[src/rtl/pdf_pkg.sv]
// Shared types, constants and the CRC-16 byte update for the packet deframer.
package pdf_pkg;

    localparam int unsigned CFG_INDEX_W = 4;

    localparam logic [CFG_INDEX_W-1:0] CFG_SOP_BYTE   = 4'd0;
    localparam logic [CFG_INDEX_W-1:0] CFG_MAX_LENGTH = 4'd1;

    localparam logic [7:0]  SOP_RESET  = 8'hA1;
    localparam logic [7:0]  MAXL_RESET = 8'd200;
    localparam logic [15:0] CRC_INIT   = 16'hFFFF;

    typedef enum logic [2:0] {
        PH_IDLE    = 3'd0,
        PH_TYPE    = 3'd1,
        PH_LEN     = 3'd2,
        PH_CRCLO   = 3'd3,
        PH_CRCHI   = 3'd4,
        PH_PAYLOAD = 3'd5
    } phase_t;

    typedef struct packed {
        logic [7:0] sop_byte;
        logic [7:0] max_length;
    } cfg_t;

    typedef struct packed {
        logic       has_byte;
        logic [7:0] data_byte;
        logic [7:0] byte_index;
        logic [7:0] frame_type;
        logic [7:0] frame_length;
        logic       frame_end;
        logic       crc_good;
    } result_t;

    function automatic logic [15:0] crc_update(input logic [7:0] din, input logic [15:0] crc);
        logic [7:0]  b;
        logic [15:0] r;
        b = din ^ crc[7:0];
        b = b ^ {b[3:0], 4'h0};
        r = {b, crc[15:8]} ^ {12'h000, b[7:4]} ^ {5'h00, b, 3'b000};
        return r;
    endfunction

endpackage

[src/rtl/pdf_parser.sv]
// Frame parse state machine with running CRC-16 and result generation.
module pdf_parser (
    input  logic              clk,
    input  logic              rst_n,
    input  logic              step,
    input  logic [7:0]        din,
    input  pdf_pkg::cfg_t     cfg,
    output logic              res_valid,
    output pdf_pkg::result_t  res
);

    pdf_pkg::phase_t phase_reg, phase_next;
    logic [7:0]      held_type_reg, held_type_next;
    logic [7:0]      held_length_reg, held_length_next;
    logic [15:0]     rcrc_reg, rcrc_next;
    logic [15:0]     crc_reg, crc_next;
    logic [7:0]      count_reg, count_next;
    logic [15:0]     crc_upd;
    logic [15:0]     rcrc_full;
    logic            last;

    assign crc_upd   = pdf_pkg::crc_update(din, crc_reg);
    assign rcrc_full = {din, rcrc_reg[7:0]};
    assign last      = ({1'b0, count_reg} + 9'd1) >= {1'b0, held_length_reg};

    always_comb
    begin
        phase_next       = phase_reg;
        held_type_next   = held_type_reg;
        held_length_next = held_length_reg;
        rcrc_next        = rcrc_reg;
        crc_next         = crc_reg;
        count_next       = count_reg;
        unique case (phase_reg)
            pdf_pkg::PH_TYPE:
            begin
                held_type_next = din;
                crc_next       = pdf_pkg::crc_update(din, pdf_pkg::CRC_INIT);
                phase_next     = pdf_pkg::PH_LEN;
            end
            pdf_pkg::PH_LEN:
            begin
                if (din <= cfg.max_length)
                begin
                    held_length_next = din;
                    crc_next         = crc_upd;
                    phase_next       = pdf_pkg::PH_CRCLO;
                end
                else
                begin
                    phase_next = pdf_pkg::PH_IDLE;
                    crc_next   = pdf_pkg::CRC_INIT;
                end
            end
            pdf_pkg::PH_CRCLO:
            begin
                rcrc_next  = {8'h00, din};
                phase_next = pdf_pkg::PH_CRCHI;
            end
            pdf_pkg::PH_CRCHI:
            begin
                rcrc_next  = rcrc_full;
                count_next = 8'd0;
                if (held_length_reg == 8'd0)
                begin
                    phase_next = pdf_pkg::PH_IDLE;
                    crc_next   = pdf_pkg::CRC_INIT;
                end
                else
                begin
                    phase_next = pdf_pkg::PH_PAYLOAD;
                end
            end
            pdf_pkg::PH_PAYLOAD:
            begin
                if (last)
                begin
                    phase_next = pdf_pkg::PH_IDLE;
                    count_next = 8'd0;
                    crc_next   = pdf_pkg::CRC_INIT;
                end
                else
                begin
                    count_next = count_reg + 8'd1;
                    crc_next   = crc_upd;
                end
            end
            default:
            begin
                if (din == cfg.sop_byte)
                begin
                    phase_next = pdf_pkg::PH_TYPE;
                    crc_next   = pdf_pkg::CRC_INIT;
                    count_next = 8'd0;
                end
                else
                begin
                    phase_next = pdf_pkg::PH_IDLE;
                end
            end
        endcase
    end

    always_comb
    begin
        res_valid        = 1'b0;
        res.has_byte     = 1'b0;
        res.data_byte    = 8'd0;
        res.byte_index   = 8'd0;
        res.frame_type   = held_type_reg;
        res.frame_length = held_length_reg;
        res.frame_end    = 1'b0;
        res.crc_good     = 1'b0;
        unique case (phase_reg)
            pdf_pkg::PH_CRCHI:
            begin
                if (held_length_reg == 8'd0)
                begin
                    res_valid     = 1'b1;
                    res.frame_end = 1'b1;
                    res.crc_good  = (crc_reg == rcrc_full);
                end
            end
            pdf_pkg::PH_PAYLOAD:
            begin
                res_valid      = 1'b1;
                res.has_byte   = 1'b1;
                res.data_byte  = din;
                res.byte_index = count_reg;
                res.frame_end  = last;
                res.crc_good   = last && (crc_upd == rcrc_reg);
            end
            default:
            begin
                res_valid = 1'b0;
            end
        endcase
    end

    always_ff @(posedge clk or negedge rst_n)
    begin
        if (!rst_n)
        begin
            phase_reg       <= pdf_pkg::PH_IDLE;
            held_type_reg   <= 8'd0;
            held_length_reg <= 8'd0;
            rcrc_reg        <= 16'd0;
            crc_reg         <= pdf_pkg::CRC_INIT;
            count_reg       <= 8'd0;
        end
        else if (step)
        begin
            phase_reg       <= phase_next;
            held_type_reg   <= held_type_next;
            held_length_reg <= held_length_next;
            rcrc_reg        <= rcrc_next;
            crc_reg         <= crc_next;
            count_reg       <= count_next;
        end
    end

endmodule

[src/rtl/pdf_out_reg.sv]
// Output result register with valid/stall handshake.
module pdf_out_reg (
    input  logic              clk,
    input  logic              rst_n,
    input  logic              load,
    input  pdf_pkg::result_t  din,
    input  logic              out_stall,
    output logic              room,
    output logic              out_valid,
    output pdf_pkg::result_t  dout
);

    logic             valid_reg, valid_next;
    pdf_pkg::result_t data_reg;

    assign room       = !valid_reg || !out_stall;
    assign valid_next = room ? load : valid_reg;
    assign out_valid  = valid_reg;
    assign dout       = data_reg;

    always_ff @(posedge clk or negedge rst_n)
    begin
        if (!rst_n)
        begin
            valid_reg <= 1'b0;
        end
        else
        begin
            valid_reg <= valid_next;
        end
    end

    always_ff @(posedge clk)
    begin
        if (room && load)
        begin
            data_reg <= din;
        end
    end

endmodule

[src/rtl/packet_deframer_crc16_check.sv]
// Top level of the packet deframer with CRC-16 check.
//
//  channel  direction  handshake               word
//  in       sink       in_valid / in_stall     rx_byte
//  out      source     out_valid / out_stall   has_byte .. crc_good
//  cfg      sink       cfg_valid / cfg_ready   cfg_index, cfg_data
//
// One byte per cycle sustained while the output is not stalled; a taken byte passes through
// the input register and then the output register before its result is valid at the output.
// The input register feeds the parse logic, which writes the output register.
// Reset clears the parse state and loads the register defaults; no sweep follows.
// An output stall holds the result and backs up through the input register.
// cfg_ready is always high.
module packet_deframer_crc16_check (
    input  logic                            clk,
    input  logic                            rst_n,
    input  logic                            in_valid,
    output logic                            in_stall,
    input  logic [7:0]                      rx_byte,
    output logic                            out_valid,
    input  logic                            out_stall,
    output logic                            has_byte,
    output logic [7:0]                      data_byte,
    output logic [7:0]                      byte_index,
    output logic [7:0]                      frame_type,
    output logic [7:0]                      frame_length,
    output logic                            frame_end,
    output logic                            crc_good,
    input  logic                            cfg_valid,
    output logic                            cfg_ready,
    input  logic [pdf_pkg::CFG_INDEX_W-1:0] cfg_index,
    input  logic [7:0]                      cfg_data
);

    pdf_pkg::cfg_t    cfg_reg;
    logic             s1_valid_reg, s1_valid_next;
    logic [7:0]       s1_byte_reg;
    logic             room;
    logic             advance;
    logic             accept;
    logic             res_valid;
    pdf_pkg::result_t res;
    pdf_pkg::result_t res_out;

    assign cfg_ready     = 1'b1;
    assign advance       = s1_valid_reg && room;
    assign in_stall      = s1_valid_reg && !room;
    assign accept        = in_valid && !in_stall;
    assign s1_valid_next = accept ? 1'b1 : (advance ? 1'b0 : s1_valid_reg);

    always_ff @(posedge clk or negedge rst_n)
    begin
        if (!rst_n)
        begin
            cfg_reg.sop_byte   <= pdf_pkg::SOP_RESET;
            cfg_reg.max_length <= pdf_pkg::MAXL_RESET;
        end
        else if (cfg_valid && cfg_ready)
        begin
            if (cfg_index == pdf_pkg::CFG_SOP_BYTE)
            begin
                cfg_reg.sop_byte <= cfg_data;
            end
            else if (cfg_index == pdf_pkg::CFG_MAX_LENGTH)
            begin
                cfg_reg.max_length <= cfg_data;
            end
        end
    end

    always_ff @(posedge clk or negedge rst_n)
    begin
        if (!rst_n)
        begin
            s1_valid_reg <= 1'b0;
        end
        else
        begin
            s1_valid_reg <= s1_valid_next;
        end
    end

    always_ff @(posedge clk)
    begin
        if (accept)
        begin
            s1_byte_reg <= rx_byte;
        end
    end

    pdf_parser u_parser (
        .clk       (clk),
        .rst_n     (rst_n),
        .step      (advance),
        .din       (s1_byte_reg),
        .cfg       (cfg_reg),
        .res_valid (res_valid),
        .res       (res)
    );

    pdf_out_reg u_out (
        .clk       (clk),
        .rst_n     (rst_n),
        .load      (advance && res_valid),
        .din       (res),
        .out_stall (out_stall),
        .room      (room),
        .out_valid (out_valid),
        .dout      (res_out)
    );

    assign has_byte     = res_out.has_byte;
    assign data_byte    = res_out.data_byte;
    assign byte_index   = res_out.byte_index;
    assign frame_type   = res_out.frame_type;
    assign frame_length = res_out.frame_length;
    assign frame_end    = res_out.frame_end;
    assign crc_good     = res_out.crc_good;

endmodule

[config.mk]
export PLATFORM = sky130hd
export DESIGN_NAME = packet_deframer_crc16_check
export DESIGN_NICKNAME = d
export VERILOG_FILES = /design/src/rtl/pdf_pkg.sv /design/src/rtl/pdf_parser.sv /design/src/rtl/pdf_out_reg.sv /design/src/rtl/packet_deframer_crc16_check.sv
export SDC_FILE = /design/constraint.sdc
export NUM_CORES = 1
export LEC_CHECK = 0
export BUFFER_PORTS_ARGS = -buffer_cell sky130_fd_sc_hd__buf_2
export CORE_MARGIN = 2
export CORE_UTILIZATION = 37
export CTS_CLUSTER_SIZE = 12
export DETAILED_ROUTE_END_ITERATION = 8
export GPL_TIMING_DRIVEN = 0
export PLACE_DENSITY = 0.59
export REMOVE_ABC_BUFFERS = 1
export SYNTH_ARGS = -nofsm -noshare
export SYNTH_HDL_FRONTEND = slang
export SYNTH_SLANG_ARGS = --single-unit
[constraint.sdc]
create_clock -name clk -period 3.6 [get_ports clk]
set_input_delay 0.36 -clock clk [delete_from_list [all_inputs] [get_ports clk]]
set_output_delay 0.36 -clock clk [all_outputs]
set_load 0.05 [all_outputs]
==> impl_metrics.tcl, run 1 <==
set metrics [dict create \
    relSlewSlack_pct 18.0 \
    hold-path-endpoint "s1_byte_reg[3]$_DFFE_PP_" \
    clkTransAtPathRegs_ps 50 \
    antenna_found_initial 0 \
    layout.cells.non_filler 832 \
    cts_max_level 4 \
    grt_max_degree 41 \
    period_needed_ps 3320 \
    dieArea_um2 17800 \
    yosysWarnings 0 \
    viasPerCell 5.30 \
    path_class "register to register" \
    ys_types 57 \
    grt_overflow 0 \
    rsz0062_at_grt "no" \
    ys_seq_area_share_pct 52.4 \
    max_stage_delay_ps 870 \
    first_pass_iters 5 \
    start_kind "register" \
    synthFlopType "dfrtp_1" \
    synth_top_area_share_pct 22.2 \
    cp_slowest_cell "edfxtp_1" \
    final_cell_mix "60 x buf_2, 55 x dfrtp_1, 54 x nand2_1" \
    ant_nets 0 \
    max_freq_mhz 301 \
    tns_ps 0 \
    ys_ff_latch 120 \
    drv_slew 0 \
    irDropWorstVdd_v 0.000415 \
    outcome "finished, final reports clean" \
    rrSetupSlack_ps 280 \
    dieWidth_um 133 \
    hold_slack_ps 116 \
    path_cells "xor2_1 -> nor4_1 -> a21oi_1 -> o32ai_4 -> o21ai_0 -> o22a_1" \
    leakage_nw 3.08 \
    die_h_um 133 \
    synthCells 538 \
    fin_crit_sh_pct 92.2 \
    gp_congestion 0.914 \
    syn_to_final_growth_pct 18.5 \
    dpl.cell_count 798 \
    critPathMaxFanout 12 \
    hp-class "input port to register" \
    synthArstFlopShare_pct 64.2 \
    dr_total_vias 4408 \
    initial_core_util_pct 37.6 \
    nNetsFinal 641 \
    r2r_cells 6 \
    synth_area_um2 6200 \
    n_fill_cell 1587 \
    drc 0 \
    worstHoldStart "rx_byte[3]" \
    syn_avg_cell_area_um2 11.5 \
    cts_num_sinks 120 \
    ios 63 \
    reg2reg_from "s1_byte_reg[1]$_DFFE_PP_" \
    min_path_cells 1 \
    powerDensity_nw_per_um2 848 \
    num_rows 47 \
    core_um2 16500 \
    final_common_cell "buf_2" \
    largest_reg_flops 35 \
    worstSetupEndpointType "register" \
    cp_data_required_time_ps 3950 \
    diodes 0 \
    drt-initial-drc-count 269 \
    wire_per_inst_um 17.8 \
    tightest_slew_ps 1230 \
    wirelength_um 14800 \
    clockBufferDepth 2 \
    timing.rr.end "u_parser.crc_reg[13]$_DFFE_PN1P_" \
    grt_pass1_vias 4368 \
    cts_tree "yes" \
    grt.total_usage_pct 17.2 \
    crit_arrival_ps 3670 \
    finalSetupViolations 0 \
    synth_top_area_cell "dfrtp_1" \
    cts_buffers 17 \
    skew_ps 11.8 \
    numPortBuffers 61 \
    drv_cap 0 \
    finalHoldViolCount 0 \
    cts_setup_buffers 0 \
    finalPower_mw 6.23 \
    synth-edff-count 43 \
    clk_latency_ps 420 \
    layout-drive-gt1-share_pct 27.1 \
    hpwl_um 10200 \
    synth_area_leaders "dfrtp_1 22%, edfxtp_1 21%, dfstp_2 9.3%, mux2_2 5.8%, xnor2_1 5.2%" \
    cts_root_buffer "clkbuf_16" \
    grt_pass1_wl_um 23500 \
]
[stage by stage]
| stage | utilization, % | setup slack [ps] | area, um2 |
|---|---|---|---|
| 2_1_floorplan | - | 175 | 6070 |
| 3_3_place_gp | 40.4 | -1300 | 6660 |
| 3_5_place_dp | 40.9 | 170 | 6730 |
| 4_1_cts | 44.5 | 164 | 7320 |
| 5_1_grt | 44.6 | 152 | 7350 |
| 6_report | 44.6 | 279 | 7350 |
[cell usage after synthesis (all sizes together) (2+ instances only)]
cell type  number
inv            20
a22oi           3
a211oi          3
a41oi           3
o31ai           3
o211ai          5
nor3            9
o22a           13
dfrtp          55
nand2b          4
and2            3
buf            14
xnor2          43
and3           19
nand2          55
o221ai          2
edfxtp         43
mux2           32
clkbuf          9
ha             17
xor2           35
nand4           6
a31oi           4
nand3          27
a21oi          15
o21ai          12
a32o            7
nor2b           3
nor2           22
a22o            4
nor4            6
a21o            4
or4             3
dfstp          22
[power breakdown]
part           internal (mW)  total (mW)  switching [mW]  leakage, nW
Sequential              1.90        2.34           0.439         1.33
Clock                   1.07        1.67           0.596        0.269
Combinational          0.919        2.22            1.31         1.48
Total                   3.89        6.23            2.34         3.08
[timing repair]
| item | in CTS | in global routing |
|---|---|---|
| endpoints found under the setup margin | 0 | 3 |
| resized for setup | 0 | 0 |
| endpoints found under the hold margin | 24 | 0 |
| hold buffers | 1 | 0 |
[logic make-up (layout without fill, tap and decap cells)]
group,Yosys count,in the layout,share of synthesized area (%)
other,1,1,0.0605
AO/OA/AOI/OAI,85,86,10.4
AND/OR/NAND/NOR,162,162,13.0
adder cells (fa/ha/maj),17,17,3.43
flip-flops,120,120,52.4
multiplexers,32,32,5.81
buffers and inverters,43,116,3.21
XOR/XNOR,78,78,11.7
[layout make-up]
cell class | count | area [um2] | share of cell area (%)
Clock buffer | 18 | 429 | 5.84
Multi-Input combinational cell | 376 | 2800 | 38.1
Sequential cell | 120 | 3250 | 44.2
Clock inverter | 14 | 158 | 2.15
Timing Repair Buffer | 64 | 365 | 4.97
Inverter | 20 | 75.1 | 1.02
Tap cell | 220 | 275 | 3.75
[metal layers]
metal  GRT usage [%]  part of all wire (%)  vias to the layer above  wire length, um
li1                -                     -                     2072                -
met2            26.3                    46                      152             6840
met5               0                     0                        -                0
met4            6.74                   1.8                        0              273
met1            23.7                    46                     2162             6840
met3            4.34                   5.7                       22              848
[worst max-delay path: cells and delay by family (launching register included)]
kind	cells	cell delay, ps
simple gates	1	620
xor+xnor	1	140
compound gates	4	1620
flops	1	870
[worst max path at each step]
stage | startpoint | to | slack (ps) | cells after the start
2_1_floorplan | u_parser.phase_reg[0]$_DFFE_PN0P_ | u_out.dout[0]$_DFFE_PP_ | 170 | 3
3_3_place_gp | u_parser.phase_reg[0]$_DFFE_PN0P_ | u_out.dout[28]$_SDFFCE_PN0P_ | -1300 | 3
3_5_place_dp | s1_byte_reg[1]$_DFFE_PP_ | u_parser.crc_reg[13]$_DFFE_PN1P_ | 170 | 6
4_1_cts | s1_byte_reg[1]$_DFFE_PP_ | u_parser.crc_reg[13]$_DFFE_PN1P_ | 160 | 6
5_1_grt | s1_byte_reg[1]$_DFFE_PP_ | u_parser.crc_reg[14]$_DFFE_PN1P_ | 150 | 6
6_report | s1_byte_reg[1]$_DFFE_PP_ | u_parser.crc_reg[13]$_DFFE_PN1P_ | 280 | 6
Note: power is estimated with default switching activity, not from simulation.
==> run 2, diff against run 1 <==
--- a/config.mk
+++ b/config.mk
@@ -7,11 +7,11 @@
 export LEC_CHECK = 0
 export BUFFER_PORTS_ARGS = -buffer_cell sky130_fd_sc_hd__buf_2
 export CORE_MARGIN = 2
-export CORE_UTILIZATION = 37
+export CORE_UTILIZATION = 50
 export CTS_CLUSTER_SIZE = 12
 export DETAILED_ROUTE_END_ITERATION = 8
 export GPL_TIMING_DRIVEN = 0
-export PLACE_DENSITY = 0.59
+export PLACE_DENSITY = 0.75
 export REMOVE_ABC_BUFFERS = 1
 export SYNTH_ARGS = -nofsm -noshare
 export SYNTH_HDL_FRONTEND = slang
==> impl_metrics.tcl, run 2 (synthesis results as in run 1) <==
set metrics [dict create \
    cts_buffers 17 \
    outcome "finished, final reports clean" \
    finalHoldViolCount 0 \
    core_um2 12100 \
    hpwl_um 9810 \
    antenna_found_initial 0 \
    grt_pass1_wl_um 23500 \
    place_ws_ps 478 \
    n_fill_cell 941 \
    drc 0 \
    layout-drive-gt1-share_pct 27.5 \
    final_common_cell "buf_2" \
    rsz0062_at_grt "no" \
    gp_congestion 0.926 \
    path_cells "xor2_1 -> nor4_1 -> a21oi_1 -> o32ai_2 -> buf_6 -> o21ai_0 -> o22a_1" \
    finalPower_mw 6.22 \
    num_rows 40 \
    skew_ps 6.98 \
    drv_cap 0 \
    fin_crit_sh_pct 89.1 \
    start_kind "register" \
    drv_slew 0 \
    syn_to_final_growth_pct 17.4 \
    switching_power_mw 2.31 \
    cts_tree "yes" \
    die_h_um 115 \
    crit_arrival_ps 3550 \
    grt_max_degree 43 \
    powerDensity_nw_per_um2 855 \
    clkTransAtPathRegs_ps 50 \
    ant_nets 0 \
    leakage_nw 3.10 \
    period_needed_ps 3210 \
    grt_overflow 0 \
    grt.total_usage_pct 23.5 \
    cts_setup_buffers 0 \
    initial_core_util_pct 51.4 \
    dieArea_um2 13300 \
    sw_frac_of_total_pct 37.1 \
    design_area_um2 7280 \
    cts_max_level 4 \
    viasPerCell 5.73 \
    path_class "register to register" \
    critPathMaxFanout 12 \
    clockBufferDepth 2 \
    max_freq_mhz 312 \
    cts_root_buffer "clkbuf_16" \
    largest_reg_flops 35 \
    cp_slowest_cell "edfxtp_1" \
    cts_num_sinks 120 \
    wire_per_inst_um 18.1 \
    drt-initial-drc-count 346 \
    hp-class "input port to register" \
    wirelength_um 14100 \
    clk_latency_ps 420 \
    rrSetupSlack_ps 390 \
    cp_data_required_time_ps 3940 \
    diodes 0 \
    setup_ws_ps 392 \
    placed_cell_area_um2 6660 \
    power_frac_comb_pct 35.3 \
    seq_power_share_pct 37.5 \
    first_pass_iters 5 \
    nNetsFinal 641 \
    finalSetupViolations 0 \
    numPortBuffers 61 \
    intPower_mw 3.91 \
    final_cell_mix "60 x buf_2, 55 x dfrtp_1, 54 x nand2_1" \
    tightest_slew_ps 1180 \
    ios 63 \
    clkPwrFrac_pct 27.2 \
    dieWidth_um 115 \
    worstSetupEndpointType "register" \
    max_stage_delay_ps 800 \
    irDropWorstVdd_v 0.000420 \
    relSlewSlack_pct 20.9 \
    grt_pass1_vias 4650 \
    dr_total_vias 4468 \
    hold_slack_ps 116 \
]
-- run 2: cell types whose count changed in the layout (fill, tap and decap cells not counted) --
cell / before / now
clkinvlp_4: 6 / 4
o32ai_4: 1 / 0
clkinv_1: 2 / 0
clkinv_4: 0 / 1
buf_6: 0 / 1
clkinv_2: 3 / 5
clkbuf_8: 0 / 1
-- run 2: final timing paths --
path,start,endpoint,depth (start not counted)
worst min register to register,u_parser.held_type_reg[2]$_DFFE_PN0P_,u_out.dout[12]$_DFFE_PP_,0
worst max register to register,s1_byte_reg[1]$_DFFE_PP_,u_parser.crc_reg[13]$_DFFE_PN1P_,7
min in group asynchronous,rst_n,u_parser.held_length_reg[4]$_DFFE_PN0P_,2
worst min-delay path,rx_byte[0],s1_byte_reg[0]$_DFFE_PP_,1
worst max-delay path,s1_byte_reg[1]$_DFFE_PP_,u_parser.crc_reg[13]$_DFFE_PN1P_,7
max in group asynchronous,rst_n,u_parser.crc_reg[1]$_DFFE_PN1P_,3
-- run 2: area by class of cell --
cell class                 count  area [um2]  area share [%]
timing repair buffer          65         377            5.18
inverter                      20        75.1            1.03
clock inverter                13         154            2.12
multi-input combinational    375        2770            38.1
tap                          168         210            2.89
clock buffer                  19         443            6.09
sequential                   120        3250            44.6
-- run 2: routing by layer --
metal  up-vias  share of wire [%]  routed length (um)  track usage [%]
met3        41                6.7                 937             5.32
li1       2062                  -                   -                -
met2       191                 48                6710             38.0
met1      2174                 43                6000             29.8
met5         -                  0                   0                0
met4         0                3.1                 441             11.6
-- run 2: critical path, delay by kind of cell, from the launching register on --
| kind | cells | cell delay (ps) |
|---|---|---|
| XOR/XNOR | 1 | 140 |
| flip-flops | 1 | 800 |
| buffers and inverters | 1 | 260 |
| AND/OR/NAND/NOR | 1 | 520 |
| AO/OA/AOI/OAI | 4 | 1390 |
-- run 2: what timing repair did --
action,4_1_cts,5_1_grt
resized for setup,0,0
hold buffers,1,0
endpoints found under the setup margin,0,0
hold endpoints to repair,29,0
-- run 2: per-stage QoR --
step,utilization [%],TNS (ps),cells
floorplan,-,0,515
global placement,54.6,-36250,744
detailed placement,55.2,0,747
CTS,60.3,0,780
global route,60.3,0,780
finish,60.3,0,780
-- run 2: power groups by stage --
stage | combinational (mW) | clock, mW | sequential [mW]
global route | 2.43 | 1.78 | 2.39
detailed placement | 2.16 | 0 | 2.34
global placement | 2.05 | 0 | 2.33
finish | 2.19 | 1.69 | 2.33
CTS | 2.18 | 1.71 | 2.32
floorplan | 1.54 | 0 | 2.37
==> run 3, diff against run 2 <==
--- a/config.mk
+++ b/config.mk
@@ -11,8 +11,10 @@
 export CTS_CLUSTER_SIZE = 12
 export DETAILED_ROUTE_END_ITERATION = 8
 export GPL_TIMING_DRIVEN = 0
-export PLACE_DENSITY = 0.75
+export PLACE_DENSITY = 0.72
 export REMOVE_ABC_BUFFERS = 1
 export SYNTH_ARGS = -nofsm -noshare
 export SYNTH_HDL_FRONTEND = slang
+export SYNTH_HIERARCHICAL = 1
 export SYNTH_SLANG_ARGS = --single-unit
+export TNS_END_PERCENT = 10
==> constraint.sdc (replaced) <==
create_clock -name clk -period 4.2 [get_ports clk]
set_input_delay 0.42 -clock clk [delete_from_list [all_inputs] [get_ports clk]]
set_output_delay 0.42 -clock clk [all_outputs]
set_load 0.05 [all_outputs]
==> impl_metrics.tcl, run 3 <==
set metrics [dict create \
    max_stage_delay_ps 850 \
    hpwl_um 9340 \
    yosysWarnings 6 \
    largest_reg_flops 35 \
    cts_tree "yes" \
    grt.total_usage_pct 22.0 \
    design_area_um2 7300 \
    gp_congestion 0.915 \
    cp_data_required_time_ps 4540 \
    ios 63 \
    synth_top_area_cell "dfrtp_1" \
    ys_ff_latch 120 \
    path_cells "xor2_1 -> nor4_2 -> nand2_1 -> a31oi_4 -> a21boi_2 -> a21bo_4 -> o32a_1" \
    clockBufferDepth 2 \
    numPortBuffers 61 \
    skew_ps 9.07 \
    dieWidth_um 116 \
    finalSetupViolations 0 \
    critPathMaxFanout 18 \
    setup_ws_ps 1100 \
    crit_arrival_ps 3440 \
    cts_root_buffer "clkbuf_16" \
    hp-class "input port to register" \
    dr_total_vias 4455 \
    critical_path_buf_inv_count 0 \
    place_ws_ps 1130 \
    final_common_cell "buf_2" \
    ys_seq_area_share_pct 51.6 \
    grt_overflow 0 \
    clkTransAtPathRegs_ps 50 \
    first_pass_iters 5 \
    final_cell_mix "60 x buf_2, 55 x dfrtp_1, 43 x edfxtp_1" \
    synth-edff-count 43 \
    cts_num_sinks 120 \
    ant_nets 0 \
    worstSetupEndpointType "register" \
    relSlewSlack_pct 47.3 \
    synthCells 558 \
    nNetsFinal 655 \
    period_needed_ps 3100 \
    max_freq_mhz 323 \
    dpl.cell_count 759 \
    grt_pass1_vias 4400 \
    grt_max_degree 57 \
    cts_buffers 17 \
    placed_cell_area_um2 6700 \
    viasPerCell 5.63 \
    wirelength_um 13700 \
    drv_slew 0 \
    drt-initial-drc-count 316 \
    drc 0 \
    clk_latency_ps 420 \
    synth_area_um2 6290 \
    synth_top_area_share_pct 21.9 \
    synth_common_cells "55 x dfrtp_1, 43 x edfxtp_1, 41 x xnor2_1" \
    core_um2 12200 \
    num_rows 40 \
    diodes 0 \
    synthMostInstantiatedCell "dfrtp_1" \
    start_kind "register" \
    cp_slowest_cell "edfxtp_1" \
    die_h_um 116 \
    rsz0062_at_grt "no" \
    path_class "register to register" \
    leakage_nw 3.01 \
    irDropWorstVdd_v 0.000308 \
    powerDensity_nw_per_um2 669 \
    syn_avg_cell_area_um2 11.3 \
    finalHoldViolCount 0 \
    drv_cap 0 \
    cts_max_level 4 \
    cts_resized 0 \
    synthFlopType "dfrtp_1" \
    layout.cells.non_filler 791 \
    synth_area_leaders "dfrtp_1 22%, edfxtp_1 21%, dfstp_2 9.2%, mux2_2 7.0%, xnor2_1 5.7%" \
    fin_crit_sh_pct 73.8 \
    ys_types 53 \
    critPathTopFamily "compound AO/OA/AOI/OAI gates" \
    syn_to_final_growth_pct 16.0 \
    initial_core_util_pct 51.7 \
    grt_pass1_wl_um 22400 \
    antenna_found_initial 0 \
    dieArea_um2 13500 \
    synthArstFlopShare_pct 64.2 \
    layout-drive-gt1-share_pct 26.2 \
    wire_per_inst_um 17.3 \
    tightest_slew_ps 787 \
    outcome "finished, final reports clean" \
    tns_ps 0 \
]
-- run 3: layout make-up --
| cell class | count | area [um2] |
|---|---|---|
| Clock buffer | 21 | 460 |
| Timing Repair Buffer | 64 | 365 |
| Tap cell | 168 | 210 |
| Inverter | 27 | 101 |
| Clock inverter | 10 | 128 |
| Multi-Input combinational cell | 381 | 2790 |
| Fill cell | 1008 | 4860 |
| Sequential cell | 120 | 3250 |
-- run 3: routing by layer --
metal / vias up / global-route usage (%) / share of wire (%) / routed length (um)
met1: 2177 / 28.5 / 45 / 6110
li1: 2070 / - / - / -
met4: 0 / 9.76 / 2.3 / 315
met2: 181 / 34.7 / 47 / 6360
met5: - / 0 / 0 / 0
met3: 27 / 6.28 / 6.4 / 874
-- run 3: what timing repair did --
item	4_1_cts	5_1_grt
buffers inserted	0	0
hold buffers	1	0
hold endpoints to repair	9	0
-- run 3: logic make-up after synthesis --
group	count (synthesis)	synth area share (%)
flip-flops	120	51.6
AO/OA/AOI/OAI	99	10.4
buffers and inverters	57	4.21
XOR/XNOR	73	10.4
AND/OR/NAND/NOR	150	12.6
other	1	0.0596
multiplexers	39	6.98
adder cells (fa/ha/maj)	19	3.78
-- run 3: path summary, 6_finish.rpt --
check                                                       from                                     to  slack (ps)  cells after the start
hold reg to reg            u_parser/held_type_reg[1]$_DFFE_PN0P_               u_out/dout[11]$_DFFE_PP_         440                      0
max in group asynchronous                                  rst_n                cfg_reg[15]$_DFFE_PN1P_        3120                      3
setup / recovery                        s1_byte_reg[3]$_DFFE_PP_        u_parser/crc_reg[4]$_DFFE_PN1P_        1100                      7
setup reg to reg                        s1_byte_reg[3]$_DFFE_PP_        u_parser/crc_reg[4]$_DFFE_PN1P_        1100                      7
min in group asynchronous                                  rst_n  u_parser/held_type_reg[2]$_DFFE_PN0P_         450                      2
hold / removal                                        rx_byte[0]               s1_byte_reg[0]$_DFFE_PP_         180                      1
-- run 3: through the flow --
step                power [mW]  utilization, %  hold WS [ps]
floorplan                 3.02               -           124
global placement          3.35            54.6           430
detailed placement        3.42            55.1           334
CTS                       4.88            60.0           164
global route              5.16            60.0           161
finish                    4.89            60.0           181
-- run 3: power breakdown --
| part | internal, mW | switching (mW) | total (mW) | leakage [nW] |
|---|---|---|---|---|
| logic | 0.743 | 0.837 | 1.58 | 1.41 |
| registers | 1.53 | 0.325 | 1.86 | 1.31 |
| clock network | 0.952 | 0.496 | 1.45 | 0.292 |
| total | 3.23 | 1.66 | 4.89 | 3.01 |
